File: config.mk
export PLATFORM = sky130hd
export DESIGN_NAME = line_point_generator_core_flat
export DESIGN_NICKNAME = d
export VERILOG_FILES = /design/src/rtl/lpg_pkg.sv /design/src/rtl/lpg_if.sv /design/src/rtl/lpg_ctrl.sv /design/src/rtl/lpg_datapath.sv /design/src/rtl/line_point_generator_core.sv /design/src/flat_wrapper.sv
export SDC_FILE = /design/constraint.sdc
export NUM_CORES = 1
export LEC_CHECK = 0
export BUFFER_PORTS_ARGS = -buffer_cell sky130_fd_sc_hd__buf_2
export CAP_MARGIN = 15
export CORE_UTILIZATION = 45
export DETAILED_ROUTE_END_ITERATION = 8
export SYNTH_ARGS = -nofsm -noshare
export SYNTH_HDL_FRONTEND = slang
export SYNTH_SLANG_ARGS = --single-unit
export TNS_END_PERCENT = 30
File: constraint.sdc
create_clock -name clk -period 9.7 [get_ports clk]
set_input_delay 1.94 -clock clk [delete_from_list [all_inputs] [get_ports clk]]
set_output_delay 1.94 -clock clk [all_outputs]
set_load 0.03 [all_outputs]
File: src/rtl/lpg_pkg.sv
// shared types and constants for the line point generator
package lpg_pkg;

    localparam int COLOR_BITS = 16;

    typedef enum logic
    {
        OP_LOAD = 1'b0,
        OP_STEP = 1'b1
    } op_t;

    // per-axis step code, read as a 2-bit signed increment
    typedef enum logic [1:0]
    {
        DIR_NONE  = 2'd0,
        DIR_PLUS  = 2'd1,
        DIR_MINUS = 2'd3
    } step_dir_t;

    typedef enum logic
    {
        ST_IDLE = 1'b0,
        ST_RUN  = 1'b1
    } ctrl_state_t;

    typedef struct packed
    {
        logic load;
        logic advance;
    } lpg_cmd_t;

    typedef struct packed
    {
        logic last;
    } lpg_status_t;

endpackage

File: src/rtl/lpg_if.sv
// valid/ready channel interfaces for line commands and emitted pixels
interface lpg_cmd_if #(
    parameter int COORD_BITS = 10
);
    logic                          valid;
    logic                          ready;
    logic                          operation;
    logic [COORD_BITS-1:0]         start_x;
    logic [COORD_BITS-1:0]         start_y;
    logic [COORD_BITS-1:0]         end_x;
    logic [COORD_BITS-1:0]         end_y;
    logic [lpg_pkg::COLOR_BITS-1:0] pixel_color;

    modport source (output valid, operation, start_x, start_y, end_x, end_y, pixel_color,
                    input ready);
    modport sink   (input valid, operation, start_x, start_y, end_x, end_y, pixel_color,
                    output ready);
endinterface

interface lpg_pixel_if #(
    parameter int COORD_BITS = 10
);
    logic                          valid;
    logic                          ready;
    logic [COORD_BITS-1:0]         point_x;
    logic [COORD_BITS-1:0]         point_y;
    logic [lpg_pkg::COLOR_BITS-1:0] point_color;
    logic                          last_point;

    modport source (output valid, point_x, point_y, point_color, last_point, input ready);
    modport sink   (input valid, point_x, point_y, point_color, last_point, output ready);
endinterface

File: src/rtl/lpg_ctrl.sv
// line controller: active state, handshakes and output valid
module lpg_ctrl (
    input  logic                 clk,
    input  logic                 rst_n,
    input  logic                 in_valid,
    input  logic                 in_op,
    output logic                 in_ready,
    output logic                 out_valid,
    input  logic                 out_ready,
    output lpg_pkg::lpg_cmd_t    cmd,
    input  lpg_pkg::lpg_status_t status
);
    import lpg_pkg::*;

    ctrl_state_t state_reg;
    ctrl_state_t state_next;
    logic        out_valid_reg;
    logic        out_valid_next;
    logic        take;

    // output register empty or draining this cycle
    assign in_ready  = !out_valid_reg || out_ready;
    assign take      = in_valid && in_ready;
    assign out_valid = out_valid_reg;

    always_ff @(posedge clk or negedge rst_n)
    begin
        if (!rst_n)
        begin
            state_reg     <= ST_IDLE;
            out_valid_reg <= 1'b0;
        end
        else
        begin
            state_reg     <= state_next;
            out_valid_reg <= out_valid_next;
        end
    end

    always_comb
    begin
        state_next  = state_reg;
        cmd.load    = 1'b0;
        cmd.advance = 1'b0;
        if (take && op_t'(in_op) == OP_LOAD)
        begin
            cmd.load   = 1'b1;
            state_next = ST_RUN;
        end
        else if (take)
        begin
            unique case (state_reg)
                ST_IDLE: ;
                ST_RUN:
                begin
                    cmd.advance = 1'b1;
                    if (status.last)
                    begin
                        state_next = ST_IDLE;
                    end
                end
                default: state_next = ST_IDLE;
            endcase
        end

        priority if (cmd.advance)
        begin
            out_valid_next = 1'b1;
        end
        else if (out_ready)
        begin
            out_valid_next = 1'b0;
        end
        else
        begin
            out_valid_next = out_valid_reg;
        end
    end

endmodule

File: src/rtl/lpg_datapath.sv
// line datapath: deltas, error accumulators, position and output payload
module lpg_datapath #(
    parameter int COORD_BITS = 10
) (
    input  logic                           clk,
    input  lpg_pkg::lpg_cmd_t              cmd,
    output lpg_pkg::lpg_status_t           status,
    input  logic [COORD_BITS-1:0]          start_x,
    input  logic [COORD_BITS-1:0]          start_y,
    input  logic [COORD_BITS-1:0]          end_x,
    input  logic [COORD_BITS-1:0]          end_y,
    input  logic [lpg_pkg::COLOR_BITS-1:0] pixel_color,
    output logic [COORD_BITS-1:0]          point_x,
    output logic [COORD_BITS-1:0]          point_y,
    output logic [lpg_pkg::COLOR_BITS-1:0] point_color,
    output logic                           last_point
);
    import lpg_pkg::*;

    localparam int ACC_BITS = COORD_BITS + 1;

    logic [COORD_BITS-1:0] cur_x_reg, cur_x_next;
    logic [COORD_BITS-1:0] cur_y_reg, cur_y_next;
    step_dir_t             step_x_reg, step_x_next;
    step_dir_t             step_y_reg, step_y_next;
    logic [COORD_BITS-1:0] abs_dx_reg, abs_dx_next;
    logic [COORD_BITS-1:0] abs_dy_reg, abs_dy_next;
    logic [COORD_BITS-1:0] major_reg, major_next;
    logic [ACC_BITS-1:0]   err_x_reg, err_x_next;
    logic [ACC_BITS-1:0]   err_y_reg, err_y_next;
    logic [ACC_BITS-1:0]   left_reg, left_next;
    logic [COLOR_BITS-1:0] color_reg;

    logic [COORD_BITS-1:0] px_reg, py_reg;
    logic [COLOR_BITS-1:0] pcolor_reg;
    logic                  plast_reg;

    logic [ACC_BITS-1:0]   sum_x, sum_y;
    logic                  last;

    function automatic logic [COORD_BITS-1:0] axis_move(
        input logic [COORD_BITS-1:0] pos,
        input step_dir_t             dir
    );
        logic [COORD_BITS-1:0] res;
        unique case (dir)
            DIR_PLUS:  res = pos + COORD_BITS'(1);
            DIR_MINUS: res = pos - COORD_BITS'(1);
            default:   res = pos;
        endcase
        return res;
    endfunction

    assign last        = left_reg <= ACC_BITS'(1);
    assign status.last = last;

    assign sum_x = err_x_reg + {1'b0, abs_dx_reg};
    assign sum_y = err_y_reg + {1'b0, abs_dy_reg};

    always_comb
    begin
        cur_x_next  = cur_x_reg;
        cur_y_next  = cur_y_reg;
        step_x_next = step_x_reg;
        step_y_next = step_y_reg;
        abs_dx_next = abs_dx_reg;
        abs_dy_next = abs_dy_reg;
        major_next  = major_reg;
        err_x_next  = err_x_reg;
        err_y_next  = err_y_reg;
        left_next   = left_reg;

        priority if (cmd.load)
        begin
            priority if (end_x > start_x)
            begin
                abs_dx_next = end_x - start_x;
                step_x_next = DIR_PLUS;
            end
            else if (end_x < start_x)
            begin
                abs_dx_next = start_x - end_x;
                step_x_next = DIR_MINUS;
            end
            else
            begin
                abs_dx_next = '0;
                step_x_next = DIR_NONE;
            end
            priority if (end_y > start_y)
            begin
                abs_dy_next = end_y - start_y;
                step_y_next = DIR_PLUS;
            end
            else if (end_y < start_y)
            begin
                abs_dy_next = start_y - end_y;
                step_y_next = DIR_MINUS;
            end
            else
            begin
                abs_dy_next = '0;
                step_y_next = DIR_NONE;
            end
            major_next = (abs_dx_next > abs_dy_next) ? abs_dx_next : abs_dy_next;
            err_x_next = '0;
            err_y_next = '0;
            cur_x_next = start_x;
            cur_y_next = start_y;
            left_next  = {1'b0, major_next} + ACC_BITS'(1);
        end
        else if (cmd.advance)
        begin
            // minor axis steps once its accumulator reaches the major length
            if (sum_x >= {1'b0, major_reg})
            begin
                err_x_next = sum_x - {1'b0, major_reg};
                cur_x_next = axis_move(cur_x_reg, step_x_reg);
            end
            else
            begin
                err_x_next = sum_x;
            end
            if (sum_y >= {1'b0, major_reg})
            begin
                err_y_next = sum_y - {1'b0, major_reg};
                cur_y_next = axis_move(cur_y_reg, step_y_reg);
            end
            else
            begin
                err_y_next = sum_y;
            end
            left_next = last ? '0 : left_reg - ACC_BITS'(1);
        end
        else
        begin
        end
    end

    always_ff @(posedge clk)
    begin
        cur_x_reg  <= cur_x_next;
        cur_y_reg  <= cur_y_next;
        step_x_reg <= step_x_next;
        step_y_reg <= step_y_next;
        abs_dx_reg <= abs_dx_next;
        abs_dy_reg <= abs_dy_next;
        major_reg  <= major_next;
        err_x_reg  <= err_x_next;
        err_y_reg  <= err_y_next;
        left_reg   <= left_next;
        if (cmd.load)
        begin
            color_reg <= pixel_color;
        end
        // output register loads the point before it advances
        if (cmd.advance)
        begin
            px_reg     <= cur_x_reg;
            py_reg     <= cur_y_reg;
            pcolor_reg <= color_reg;
            plast_reg  <= last;
        end
    end

    assign point_x     = px_reg;
    assign point_y     = py_reg;
    assign point_color = pcolor_reg;
    assign last_point  = plast_reg;

endmodule

File: src/rtl/line_point_generator_core.sv
// line rasterizer: one load item starts a line, each step item while a line is active yields one pixel
// a step transfer's pixel is registered and shows on the output in the next cycle
// throughput: one item per cycle unless the output stalls, set by the single add, compare and subtract per axis
// a load gives no pixel; a line of major length n yields n+1 pixels, the last flagged
// reset (rst_n low, asynchronous) leaves no line active and the output empty
module line_point_generator_core #(
    parameter int COORD_BITS = 10
) (
    input  logic       clk,
    input  logic       rst_n,
    lpg_cmd_if.sink    cmd,
    lpg_pixel_if.source pixel
);
    import lpg_pkg::*;

    lpg_cmd_t    dp_cmd;
    lpg_status_t dp_status;

    lpg_ctrl u_ctrl (
        .clk       (clk),
        .rst_n     (rst_n),
        .in_valid  (cmd.valid),
        .in_op     (cmd.operation),
        .in_ready  (cmd.ready),
        .out_valid (pixel.valid),
        .out_ready (pixel.ready),
        .cmd       (dp_cmd),
        .status    (dp_status)
    );

    lpg_datapath #(
        .COORD_BITS (COORD_BITS)
    ) u_datapath (
        .clk         (clk),
        .cmd         (dp_cmd),
        .status      (dp_status),
        .start_x     (cmd.start_x),
        .start_y     (cmd.start_y),
        .end_x       (cmd.end_x),
        .end_y       (cmd.end_y),
        .pixel_color (cmd.pixel_color),
        .point_x     (pixel.point_x),
        .point_y     (pixel.point_y),
        .point_color (pixel.point_color),
        .last_point  (pixel.last_point)
    );

endmodule

File: src/flat_wrapper.sv
// flat-port wrapper written by rule: the top's interface ports become plain ports
module line_point_generator_core_flat import lpg_pkg::*;
#(
    parameter int COORD_BITS = 10
)
  (clk, rst_n, cmd_valid, cmd_operation, cmd_start_x, cmd_start_y, cmd_end_x, cmd_end_y, cmd_pixel_color, cmd_ready, pixel_valid, pixel_point_x, pixel_point_y, pixel_point_color, pixel_last_point, pixel_ready);
  lpg_cmd_if #(.COORD_BITS(COORD_BITS)) cmd_i ();
  lpg_pixel_if #(.COORD_BITS(COORD_BITS)) pixel_i ();
  input  logic clk;
  input  logic rst_n;
  input wire logic [$bits(cmd_i.valid)-1:0] cmd_valid;
  input wire logic [$bits(cmd_i.operation)-1:0] cmd_operation;
  input wire logic [$bits(cmd_i.start_x)-1:0] cmd_start_x;
  input wire logic [$bits(cmd_i.start_y)-1:0] cmd_start_y;
  input wire logic [$bits(cmd_i.end_x)-1:0] cmd_end_x;
  input wire logic [$bits(cmd_i.end_y)-1:0] cmd_end_y;
  input wire logic [$bits(cmd_i.pixel_color)-1:0] cmd_pixel_color;
  output wire logic [$bits(cmd_i.ready)-1:0] cmd_ready;
  output wire logic [$bits(pixel_i.valid)-1:0] pixel_valid;
  output wire logic [$bits(pixel_i.point_x)-1:0] pixel_point_x;
  output wire logic [$bits(pixel_i.point_y)-1:0] pixel_point_y;
  output wire logic [$bits(pixel_i.point_color)-1:0] pixel_point_color;
  output wire logic [$bits(pixel_i.last_point)-1:0] pixel_last_point;
  input wire logic [$bits(pixel_i.ready)-1:0] pixel_ready;
  assign cmd_i.valid = cmd_valid;
  assign cmd_i.operation = cmd_operation;
  assign cmd_i.start_x = cmd_start_x;
  assign cmd_i.start_y = cmd_start_y;
  assign cmd_i.end_x = cmd_end_x;
  assign cmd_i.end_y = cmd_end_y;
  assign cmd_i.pixel_color = cmd_pixel_color;
  assign cmd_ready = cmd_i.ready;
  assign pixel_valid = pixel_i.valid;
  assign pixel_point_x = pixel_i.point_x;
  assign pixel_point_y = pixel_i.point_y;
  assign pixel_point_color = pixel_i.point_color;
  assign pixel_last_point = pixel_i.last_point;
  assign pixel_i.ready = pixel_ready;
  line_point_generator_core #(.COORD_BITS(COORD_BITS)) u_core (.clk(clk), .rst_n(rst_n), .cmd(cmd_i), .pixel(pixel_i));
endmodule
== Word level (Yosys, flattened, before mapping) ==
Index checks and enable logic that the tools add are counted.
Widths: inputs -> output; s select.

* Mux-type cells: 32
* Multipliers: 0
* Magnitude comparators: 8
* Add/sub/neg operators: 14
* Bitwise operators: 1
* Reductions and logical operators: 13
* Shift operators: 0
* Divide/modulo/power cells: 0
* Eq/ne operators: 4

{| class="wikitable"
|+ Operator list
! operator !! number
|-
| $mux 10 || 13
|-
| $mux 11 || 5
|-
| $pmux 10 s2 || 2
|-
| $sub 10x10->10 || 4
|-
| $gt 10x10->1 || 3
|-
| $add 11x10->11 || 2
|-
| $ge 11x10->1 || 2
|-
| $sub 11x10->11 || 2
|-
| $add 10x1->10 const B || 2
|-
| $lt 10x10->1 || 2
|-
| $sub 10x1->10 const B || 2
|-
| $add 10x1->11 const B || 1
|-
| $le 11x1->1 const B || 1
|-
| $sub 11x1->11 const B || 1
|-
| $mux 1 || 10
|-
| $reduce_bool 2->1 || 5
|-
| $reduce_and 3->1 || 2
|-
| $reduce_bool 3->1 || 2
|-
| $eq 2x1->1 const B || 2
|-
| $eq 2x2->1 const B || 2
|-
| $mux 2 || 2
|-
| $logic_and 1x1->1 || 2
|-
| $logic_not 1->1 || 1
|-
| $logic_or 1x1->1 || 1
|-
| $not 1->1 || 1
|}

* Register bits after elaboration: 142
* ROM bits: 0
* Output and inout port bits: 39
* Latch bits: 0
* Memory bits (writable): 0
* Memories: 0
* Input port bits: 61

== Logic depth before layout (Yosys ltp) ==
Gate-level depths: netlist (run 1).

* Depth after elaboration: 10
* Depth in mapped cells: 26
* Gate-level depth less buffers: 24

== Cells and area by module ==
Synthesis (run 1) repeated with hierarchy kept, for this count alone.

* Cell total of the unflattened synthesis: 1070
* Area total of the unflattened synthesis: 10472.5 um2

{| class="wikitable"
|+ By module, submodules not included
! module !! area an instance (um2) !! seq. area each (um2) !! cells each !! instances
|-
| lpg_datapath || 10358.7 || 3983.8 || 1059 || 1
|-
| lpg_ctrl || 113.9 || 50.0 || 11 || 1
|}

== Least setup slack after synthesis (run 1) ==
Ideal clock, no wire load.

* Path kind: input -> register
* From: input cmd_end_x[0]
* To: register u_core.u_datapath.left_reg[8] (data pin)
* Arrival time: 6.511 ns
* Required time: 9.445 ns
* Path slack: 2.934 ns
* Library setup time: 0.255 ns
* Stages: 23
* Buffers on the path: 1
* Path through: inv_1 ha_1 inv_1 fa_1 a21o_1 a221o_1 a211o_1 clkinv_2 clkbuf_1 a22oi_1 a21oi_1 ha_1 a21o_1 a21o_1 a21oi_1 nand2_1 a41oi_1 o211ai_2 o211ai_4 mux2i_1 nand3_2 or3_1 a31o_1

* Word-level cells in the longest chain between the ends: 8
* Elaborated cells on any way between the ends: 11
* Those cells by class: 3 x add/sub; 3 x order compare; 5 x mux

{| class="wikitable"
|+ RTL lines
! element !! line !! RTL
|-
| from (decl) || flat_wrapper.sv:15 || <nowiki>input wire logic [$bits(cmd_i.end_x)-1:0] cmd_end_x;</nowiki>
|-
| $sub 10x10->10 or $lt 10x10->1 (tied branches) || lpg_datapath.sv:82, lpg_datapath.sv:80 ||
|-
| $mux 10 || lpg_datapath.sv:80 || <nowiki>else if (end_x < start_x)</nowiki>
|-
| $mux 10 * || lpg_datapath.sv:75 || <nowiki>priority if (end_x > start_x)</nowiki>
|-
| $mux 10 * || lpg_datapath.sv:73 || <nowiki>priority if (cmd.load)</nowiki>
|-
| $gt 10x10->1 || lpg_datapath.sv:105 || <nowiki>major_next = (abs_dx_next > abs_dy_next) ? abs_dx_next : abs_dy_next;</nowiki>
|-
| $mux 10 * || lpg_datapath.sv:105 ||
|-
| $add 10x1->11 * || lpg_datapath.sv:110 || <nowiki>left_next = {1'b0, major_next} + ACC_BITS'(1);</nowiki>
|-
| $mux 11 * || lpg_datapath.sv:73 ||
|-
| net u_core.u_datapath.left_next[8] || lpg_datapath.sv:31 || <nowiki>logic [ACC_BITS-1:0] left_reg, left_next;</nowiki>
|-
| to (signal assigned) || lpg_datapath.sv:151 || <nowiki>left_reg <= left_next;</nowiki>
|-
| to (decl) || lpg_datapath.sv:31 ||
|}

The timed path passes the listed nets; every way through them passes the cells marked *. The select of a mux whose other input is x is not followed.
A chain may end at the register's enable or synchronous reset.

== Worst setup path after layout (run 1) ==
* From: input cmd_end_y[0]
* To: register u_core.u_datapath.left_reg[8] (data pin)

* Word-level cells in the longest chain between the ends: 8
* Elaborated cells on any way between the ends: 11
* Those cells by class: 3 x add/sub; 3 x order compare; 5 x mux

{| class="wikitable"
|+ RTL lines
! element !! line !! RTL
|-
| from (decl) || flat_wrapper.sv:16 || <nowiki>input wire logic [$bits(cmd_i.end_y)-1:0] cmd_end_y;</nowiki>
|-
| $sub 10x10->10 or $lt 10x10->1 (tied branches) || lpg_datapath.sv:97, lpg_datapath.sv:95 ||
|-
| $mux 10 || lpg_datapath.sv:95 || <nowiki>else if (end_y < start_y)</nowiki>
|-
| $mux 10 * || lpg_datapath.sv:90 || <nowiki>priority if (end_y > start_y)</nowiki>
|-
| $mux 10 * || lpg_datapath.sv:73 ||
|-
| $gt 10x10->1 || lpg_datapath.sv:105 ||
|-
| $mux 10 * || lpg_datapath.sv:105 ||
|-
| $add 10x1->11 * || lpg_datapath.sv:110 ||
|-
| $mux 11 * || lpg_datapath.sv:73 ||
|-
| net u_core.u_datapath.left_next[8] || lpg_datapath.sv:31 ||
|}

Marked as above.

==> results.yml, run 1 <==
run_status:
  status: "completed"
sta:
  maxSlewViolCount: 0
  tightestPinTransition_ns: 1.110
  finalHoldViolCount: 0
  max-slew-margin-rel_pct: 25.92
  fmax_mhz: 139.0
  period_minus_slack_ns: 7.197
  fin_crit_sh_pct: 74.19
  fin_skew_ns: 0.01400
  setup_viol: 0
  grt_setup_unrepaired: "false"
  tns_ns: 0
  fin_ws_ns: 2.503
  whs_ns: 0.4210
synth:
  synth_edf_count: 118
  syn_avg_cell_area_um2: 9.889
  ys_types: 71
  synth_top_family_by_area: "compound AO/OA/AOI/OAI gates"
  synth_compound_area_share_pct: 17.86
  synth-async-reset-ratio_pct: 1.408
  synth_fa_ha_area_share_pct: 15.40
  synth_mux_area_share_pct: 3.501
  mappedNetlistArea_um2: 9829
  synth_simple_gate_area_share_pct: 10.76
  yosysWarnings: 0
  synth_flop_cell: "edfxtp_1"
  ys_seq_area_share_pct: 41.04
  ys_ff_latch: 142
  synth_nets: 1170
  syn_inst: 994
  synth_xor_area_share_pct: 5.626
layout:
  fillCellCount: 1947
  regArea_um2: 4034
  drive_above_1_share_pct: 14.17
  finalNetCount: 1264
  n_antenna_cell: 0
  areaGrowthSynthToFinish_pct: 14.00
  multi_input_area_um2: 5231
floorplanning:
  die_x_um: 149.8
  die_y_um: 149.8
  fp-row-count: 53
  core_area_um2: 21220
  io_pins: 100
  start_util_pct: 46.32
  dieArea_um2: 22440
critical_path:
  worstSetupEndpointType: "flop"
  start_kind: "input pin"
  critical_path.max_fanout: 15
  worstSetupPathType: "in2reg"
  reg2regPathDepth: 15
  cp.required_ns: 9.88
  crit_path_max_incr_delay_ns: 0.54
  regToRegEndpoint: "u_core.u_datapath.cur_x_reg[9]"
  crit_chain: "buf_2, inv_1, ha_1, inv_1, fa_1, a21oi_1, o21ai_0, a221o_1, inv_1, nor2_1, a22o_1, o21ai_0, ha_1, nand3_1, o21bai_1, nor4_1, o211ai_2, o211ai_4, mux2i_1, nand3_2, or3_1, a31o_1"
  r2r-start: "u_core.u_datapath.abs_dx_reg[0]"
  rrSetupSlack_ns: 4.87
  cp_common_cell: "inv_1"
  arrival_ns: 7.37
  crit_slowest_cell: "a221o_1"
power:
  power.total_mw: 3.423
  p_leak_nw: 5.001
  peakVddDrop_mv: 0.1477
  power-per-cell-area_nw_per_um2: 305.5
min_path:
  min_to: "u_core.u_datapath.point_color[4]"
  hold_start: "u_core.u_datapath.color_reg[4]"
  min_path_cells: 0
  worstHoldPathType: "reg2reg"
detailed_routing:
  wl_per_cell_um: 16.93
  antenna_left: 0
  post_drt_via_cell_ratio: 5.376
  drtPass1Iterations: 5
  drc_errors: 0
  wl_um: 23290
  vias: 7397
  drt-initial-drc-count: 368
flow_run:
  max_cap_violations: 0
clocking:
  cts_resized: 0
  cts_setup_buffers: 0
  clk_path_buf_depth: 2
  clk_latency_ns: 0.43
  cts_tree: "done"
  root_buffer: "clkbuf_16"
  ctsHoldBuffers: 0
  clkSinkCount: 142
  htree_levels: 4
  cts_made_buffers: 17
  clk_pin_slew_ns: 0.06
global_routing:
  grt_usage_pct: 21.74
  grt_pass1_vias: 7127
  overflow: 0
  antenna_found_initial: 0
  grt_pass1_wl_um: 37140
  grt_max_degree: 74
placed_design:
  hpwlAfterDp_um: 17700
  pre_cts_slack_ns: 2.151
  gp_congestion: 0.8781
  portBuffers: 99
[cell families after synthesis]
| logic type | after synthesis |
|---|---|
| AOI/OAI and AO/OA | 275 |
| and+or+nand+nor | 220 |
| buffers and inverters | 148 |
| DFF | 142 |
| adders and majority gates | 115 |
| xor gates and xnor gates | 61 |
| muxes | 33 |
[area by class of cell]
type,count,area share [%]
Inverter,120,4.031
Sequential cell,142,36.00
Clock buffer,17,3.796
Timing Repair Buffer,103,4.690
Clock inverter,15,1.731
Tap cell,275,3.071
Multi-Input combinational cell,704,46.68
[worst max-delay path: cells and delay by family]
family / cells / cell delay, ns
compound gates: 9 / 2.38
simple gates: 5 / 1.20
fa+ha+maj: 3 / 0.94
buf+inv: 4 / 0.55
mux: 1 / 0.37
[cell usage after synthesis (all sizes together), types with 7 or more instances]
master | number | area share, %
nand4 | 8 | 0.51
nor2b | 11 | 0.70
clkbuf | 21 | 0.80
mux2 | 8 | 0.95
a21oi | 89 | 4.5
xnor2 | 43 | 4.0
fa | 10 | 2.0
buf | 7 | 0.42
edfxtp | 118 | 36
nor2 | 60 | 2.3
nand2b | 8 | 0.51
mux2i | 25 | 2.5
nand2 | 59 | 2.3
nor3 | 17 | 0.92
and3 | 11 | 0.70
nand3 | 18 | 0.97
inv | 119 | 4.5
o211ai | 8 | 0.80
ha | 105 | 13
o22ai | 10 | 0.64
or3 | 9 | 0.57
o21ai | 60 | 3.1
dfxtp | 22 | 4.5
a21o | 28 | 2.1
xor2 | 18 | 1.6
o21bai | 22 | 1.7
[per-layer routing]
layer  track usage (%)  vias to the layer above  part of all wire [%]
met5                 0                        -                     0
met4             5.960                        0                   1.5
met3             4.177                       23                   3.6
met2             35.74                      149                    47
met1             29.13                     3470                    48
li1                  -                     3755                     -
[worst max path at each step]
stage	startpoint	to	slack, ns	depth (start not counted)
2_1_floorplan	cmd_end_x[0]	u_core.u_datapath.left_reg[8]	2.93	23
3_3_place_gp	cmd_end_y[0]	u_core.u_datapath.left_reg[8]	2.24	22
3_5_place_dp	cmd_end_y[0]	u_core.u_datapath.left_reg[8]	2.15	22
4_1_cts	cmd_end_y[0]	u_core.u_datapath.left_reg[8]	2.59	22
5_1_grt	cmd_end_y[0]	u_core.u_datapath.left_reg[8]	2.17	22
6_report	cmd_end_y[0]	u_core.u_datapath.left_reg[8]	2.50	22
[power breakdown]
part           internal, mW  switching, mW
sequential            0.857         0.0797
combinational         0.779           1.02
clock                 0.395          0.295
total                  2.03           1.39
[per-stage QoR]
stage,instances,util [%],instance area (um2)
global route,1376,52.81,11210
CTS,1376,52.81,11210
floorplan,994,-,9829
detailed placement,1344,49.89,10590
global placement,1344,49.89,10590
finish,1376,52.81,11210
[placed cells by master, fill, tap and decap left out, types with 28 or more instances in the layout]
| master | count |
|---|---|
| xnor2_1 | 42 |
| a21o_1 | 28 |
| ha_1 | 105 |
| a21oi_1 | 89 |
| o21ai_0 | 59 |
| edfxtp_1 | 118 |
| nand2_1 | 59 |
| inv_1 | 117 |
| nor2_1 | 59 |
| buf_2 | 99 |
No activity file was read; power rests on OpenSTA's default activity.
==> inputs of run 2 (changes only) <==
--- a/config.mk
+++ b/config.mk
@@ -5,6 +5,7 @@
 export SDC_FILE = /design/constraint.sdc
 export NUM_CORES = 1
 export LEC_CHECK = 0
+export ABC_AREA = 1
 export BUFFER_PORTS_ARGS = -buffer_cell sky130_fd_sc_hd__buf_2
 export CAP_MARGIN = 15
 export CORE_UTILIZATION = 45
==> constraint.sdc (replaced) <==
create_clock -name clk -period 7.3 [get_ports clk]
set_input_delay 1.46 -clock clk [delete_from_list [all_inputs] [get_ports clk]]
set_output_delay 1.46 -clock clk [all_outputs]
set_load 0.03 [all_outputs]
==> results.yml, run 2 <==
sta:
  period_minus_slack_ns: 5.225
  fin_ws_ns: 2.075
  maxSlewViolCount: 0
  tightestPinTransition_ns: 1.010
  setup_viol: 0
  fmax_mhz: 191.4
  fin_skew_ns: 0.01645
  max-slew-margin-rel_pct: 32.61
  fin_crit_sh_pct: 71.58
  whs_ns: 0.4215
  grt_setup_unrepaired: "false"
  tns_ns: 0
  finalHoldViolCount: 0
critical_path:
  arrival_ns: 5.38
  crit_path_max_incr_delay_ns: 0.41
  critical_path.max_fanout: 12
  cp_common_cell: "nand2_1"
  worstSetupEndpointType: "flop"
  worstSetupPathType: "in2reg"
  start_kind: "input pin"
  crit_slowest_cell: "ha_1"
  cp.required_ns: 7.46
clocking:
  htree_levels: 4
  clk_latency_ns: 0.43
  cts_tree: "done"
  clk_path_buf_depth: 2
  cts_made_buffers: 17
  root_buffer: "clkbuf_16"
  cts_setup_buffers: 0
  cts_resized: 0
  clk_pin_slew_ns: 0.06
  clkSinkCount: 142
  ctsHoldBuffers: 0
min_path:
  worstHoldPathType: "reg2reg"
floorplanning:
  core_area_um2: 21820
  fp-row-count: 54
  start_util_pct: 46.01
  io_pins: 100
  die_x_um: 151.4
  dieArea_um2: 22910
  die_y_um: 151.4
detailed_routing:
  vias: 7687
  wl_met2_um: 10370
  top_layer_used: "met4"
  drt-initial-drc-count: 388
  dr_wl_met3_um: 907
  wl_per_cell_um: 14.88
  wl_um: 22840
  antenna_left: 0
  drtPass1Iterations: 5
  wl_met1_um: 11160
  post_drt_via_cell_ratio: 5.008
  drc_errors: 0
flow_run:
  max_cap_violations: 0
synth:
  synth_flop_cell: "edfxtp_1"
  synth_top_area_cell: "edfxtp_1"
  ys_types: 51
  synth_edf_count: 118
  mappedNetlistArea_um2: 10040
  synth-async-reset-ratio_pct: 1.408
  synth_nets: 1318
  synth_most_common_cell: "nand2_1"
  ys_ff_latch: 142
  yosysWarnings: 0
  synth_common_cells: "nand2_1, inv_1, edfxtp_1"
  synth_top_area_share_pct: 35.29
  syn_inst: 1142
  ys_top_cells_by_area: "edfxtp_1, ha_1, nand2_1"
  syn_avg_cell_area_um2: 8.792
  ys_seq_area_share_pct: 40.17
global_routing:
  grt_usage_pct: 21.22
  antenna_found_initial: 0
  grt_pass1_wl_um: 37150
  grt_max_degree: 51
  overflow: 0
  grt_pass1_vias: 7400
layout:
  drive_above_1_share_pct: 14.98
  final_cell_mix: "nand2_1, inv_1, edfxtp_1"
  layoutNonFillerInstCount: 1535
  n_antenna_cell: 0
  layout_commonest_cell: "nand2_1"
  finalNetCount: 1418
  final_util_pct: 52.26
  areaGrowthSynthToFinish_pct: 13.59
run_status:
  status: "completed"
placed_design:
  portBuffers: 99
  pre_cts_slack_ns: 1.676
  gp_congestion: 0.8888
  dp.cells: 1503
  hpwlAfterDp_um: 17210
power:
  p_clk_share_pct: 20.4
  switching_power_mw: 1.913
  combPwrFrac_pct: 51.4
  intPower_mw: 2.561
  peakVddDrop_mv: 0.1889
  p_leak_nw: 5.430
  power-per-cell-area_nw_per_um2: 392.2
  seq_power_share_pct: 28.1
  p_sw_share_pct: 42.75
## run 2: cell types whose count changed in the layout (fill, tap and decap cells not counted), sizes merged, moves of 12 or more
cell | previous run | this run
a21o | 28 | 8
nand3 | 18 | 53
inv | 128 | 173
xor2 | 18 | 41
mux2i | 25 | 0
nand2 | 59 | 261
o21bai | 22 | 10
xnor2 | 43 | 31
## run 2: stage by stage
step	cell area [um2]	power, mW
4_1_cts	11410	4.496
6_report	11410	4.474
5_1_grt	11410	4.867
3_5_place_dp	10800	3.555
2_1_floorplan	10040	3.086
3_3_place_gp	10800	3.524
## run 2: cell type report
cell class	count	area, um2
multi-input cells	807	5238
repair buffers	104	533.0
flip-flops and latches	142	4034
well taps	280	350.3
clock buffers	17	425.4
inverters	170	640.6
clock inverters	15	185.2
fillers	2024	10420
## run 2: cells by family after synthesis
logic type / Yosys count / synth area share [%]
flip-flops: 142 / 40.17
adder cells (fa/ha/maj): 115 / 15.08
buffers and inverters: 193 / 7.838
AO/OA/AOI/OAI: 221 / 12.46
XOR/XNOR: 72 / 6.280
AND/OR/NAND/NOR: 399 / 18.17
## run 2: routing by layer
| metal | global-route usage [%] | vias up |
|---|---|---|
| li1 | - | 4033 |
| met1 | 29.55 | 3485 |
| met2 | 33.56 | 146 |
| met3 | 3.614 | 23 |
| met4 | 6.300 | 0 |
| met5 | 0 | - |
## run 2: power by group through the flow
stage / Clock (mW) / Combinational [mW] / Sequential, mW
finish: 0.914 / 2.30 / 1.26
CTS: 0.934 / 2.30 / 1.26
floorplan: 0 / 1.78 / 1.30
detailed placement: 0 / 2.28 / 1.27
global placement: 0 / 2.25 / 1.27
global route: 0.962 / 2.62 / 1.28
## run 2: worst paths after layout
path / from / cells past startpoint / to / slack (ns)
max in group asynchronous: rst_n / 1 / u_core.u_ctrl.state_reg / 6.41
hold / removal: u_core.u_datapath.color_reg[1] / 0 / u_core.u_datapath.point_color[1] / 0.42
hold reg to reg: u_core.u_datapath.color_reg[1] / 0 / u_core.u_datapath.point_color[1] / 0.42
min in group asynchronous: rst_n / 1 / u_core.u_ctrl.out_valid / 0.80
setup reg to reg: u_core.u_datapath.abs_dy_reg[0] / 19 / u_core.u_datapath.cur_y_reg[0] / 2.74
setup / recovery: cmd_end_y[2] / 29 / u_core.u_datapath.left_reg[9] / 2.07
## run 2: critical path, delay by kind of cell
kind	cells	cell delay, ns
and+or+nand+nor	17	1.92
AOI/OAI and AO/OA	5	0.95
adders and majority gates	2	0.71
buffers and inverters	5	0.35
==> inputs of run 3 (changes only) <==
--- a/config.mk
+++ b/config.mk
@@ -5,7 +5,7 @@
 export SDC_FILE = /design/constraint.sdc
 export NUM_CORES = 1
 export LEC_CHECK = 0
-export ABC_AREA = 1
+export ABC_AREA = 0
 export BUFFER_PORTS_ARGS = -buffer_cell sky130_fd_sc_hd__buf_2
 export CAP_MARGIN = 15
 export CORE_UTILIZATION = 45
==> constraint.sdc (replaced) <==
create_clock -name clk -period 5.1 [get_ports clk]
set_input_delay 1.02 -clock clk [delete_from_list [all_inputs] [get_ports clk]]
set_output_delay 1.02 -clock clk [all_outputs]
set_load 0.03 [all_outputs]
==> results.yml, run 3 (synthesized netlist as in run 1, its figures left out) <==
run_status:
  status: "complete, but fails checks"
  violations: "negative setup slack"
critical_path:
  cp.required_ns: 5.39
  start_kind: "input pin"
  cp_top_family: "compound AO/OA/AOI/OAI gates"
  worstSetupPathType: "in2reg"
  rrSetupSlack_ns: 0.71
  crit_slowest_cell: "fa_2"
  crit_path_max_incr_delay_ns: 0.32
  critical_path.max_fanout: 7
  worstSetupEndpointType: "flop"
  path_buf_inv: 5
  arrival_ns: 5.44
  cp_common_cell: "a21o_1"
global_routing:
  grt_pass1_wl_um: 38940
  grt_pass1_vias: 8053
  overflow: 0
  antenna_found_initial: 0
  grt_usage_pct: 22.63
  grt_max_degree: 50
clocking:
  clk_pin_slew_ns: 0.06
  clkSinkCount: 142
  clk_latency_ns: 0.42
  clk_path_buf_depth: 2
  cts_made_buffers: 17
  htree_levels: 4
  cts_tree: "done"
  root_buffer: "clkbuf_16"
sta:
  setup_viol: 3
  fin_crit_sh_pct: 101.0
  tns_ns: -0.07941
  finalHoldViolCount: 0
  fmax_mhz: 194.2
  maxSlewViolCount: 0
  period_minus_slack_ns: 5.149
  fin_skew_ns: 0.009338
  tightestPinTransition_ns: 0.7303
  fin_ws_ns: -0.04911
  max-slew-margin-rel_pct: 51.31
  grt_setup_unrepaired: "true"
layout:
  areaGrowthSynthToFinish_pct: 28.40
  final_cell_mix: "buf_4, edfxtp_1, inv_1"
  finalNetCount: 1436
  final_area_um2: 12620
  drive_above_1_share_pct: 28.20
  layout_commonest_cell: "buf_4"
  layoutNonFillerInstCount: 1548
  n_antenna_cell: 0
detailed_routing:
  wl_per_cell_um: 15.91
  wl_um: 24630
  drtPass1Iterations: 5
  post_drt_via_cell_ratio: 5.227
  drc_errors: 0
  antenna_left: 0
  drt-initial-drc-count: 425
  vias: 8092
floorplanning:
  fp-row-count: 53
  die_y_um: 149.8
  dieArea_um2: 22440
  core_area_um2: 21220
  io_pins: 100
  start_util_pct: 46.32
  die_x_um: 149.8
placed_design:
  portBuffers: 99
  hpwlAfterDp_um: 19140
  dp.cells: 1500
  gp_congestion: 0.8681
  place_area_um2: 11820
min_path:
  worstHoldPathType: "in2async"
flow_run:
  max_cap_violations: 0
power:
  peakVddDrop_mv: 0.2900
  p_leak_nw: 5.807
  power-per-cell-area_nw_per_um2: 538.9
## run 3: cell count changes in the layout (fill, tap and decap cells not counted), moves of 13 or more
cell     delta
inv_1      -52
nand2_1   -177
a21oi_1    -13
buf_4     +167
nand2_2    -16
o21ai_0    -13
a21o_1     +20
mux2i_1    +22
xor2_1     -23
nand3_1    -31
## run 3: worst reg2reg max path, delay by kind of cell (launching register included)
kind,cells,cell delay (ns)
compound gates,9,1.48
fa+ha+maj,3,1.00
simple gates,2,0.84
flops,1,0.38
buf+inv,1,0.26
xor+xnor,1,0.19
mux,1,0.14
## run 3: final cells by class
| cell class | instances | area [um2] |
|---|---|---|
| flip-flops and latches | 142 | 4034 |
| clock buffers | 17 | 425.4 |
| fillers | 1884 | 8600 |
| repair buffers | 275 | 1847 |
| well taps | 275 | 344.1 |
| multi-input cells | 704 | 5369 |
| clock inverters | 15 | 137.6 |
| inverters | 120 | 464.2 |
## run 3: report_power, final
group          total (mW)  internal (mW)  switching [mW]
sequential           1.78           1.63           0.151
combinational        3.83           1.78            2.05
clock                1.19          0.676           0.511
total                6.80           4.09            2.71
## run 3: path summary, 6_finish.rpt
check	startpoint	endpoint	depth (start not counted)
setup / recovery	cmd_end_x[0]	u_core.u_datapath.left_reg[9]	25
hold / removal	rst_n	u_core.u_ctrl.state_reg	1
setup reg to reg	u_core.u_datapath.abs_dx_reg[0]	u_core.u_datapath.err_x_reg[0]	17
hold reg to reg	u_core.u_datapath.color_reg[12]	u_core.u_datapath.point_color[12]	0
max in group asynchronous	rst_n	u_core.u_ctrl.out_valid	1
min in group clk	u_core.u_datapath.color_reg[12]	u_core.u_datapath.point_color[12]	0
## run 3: metal layers
metal	routed length, um	GRT usage (%)
met2	12010	39.12
met1	10940	27.59
met5	0	0
met3	912	3.994
met4	762	9.697
## run 3: timing repair
action                     CTS  global route
hold buffers                 0             0
pin swaps                    7            12
setup endpoints to repair    8            12
gates resized for setup     14            21
buffers inserted            12             4
## run 3: metrics by stage
| step | power [mW] | hold WS (ns) | setup WS (ns) | utilization, % |
|---|---|---|---|---|
| floorplan | 4.496 | 0.4003 | -0.2707 | - |
| global placement | 5.456 | 0.4005 | -0.4194 | 55.70 |
| detailed placement | 5.504 | 0.4052 | -0.5320 | 55.70 |
| CTS | 6.776 | 0.3666 | -0.004505 | 59.03 |
| global route | 7.325 | 0.3639 | -0.2451 | 59.48 |
| finish | 6.802 | 0.3832 | -0.04911 | 59.48 |
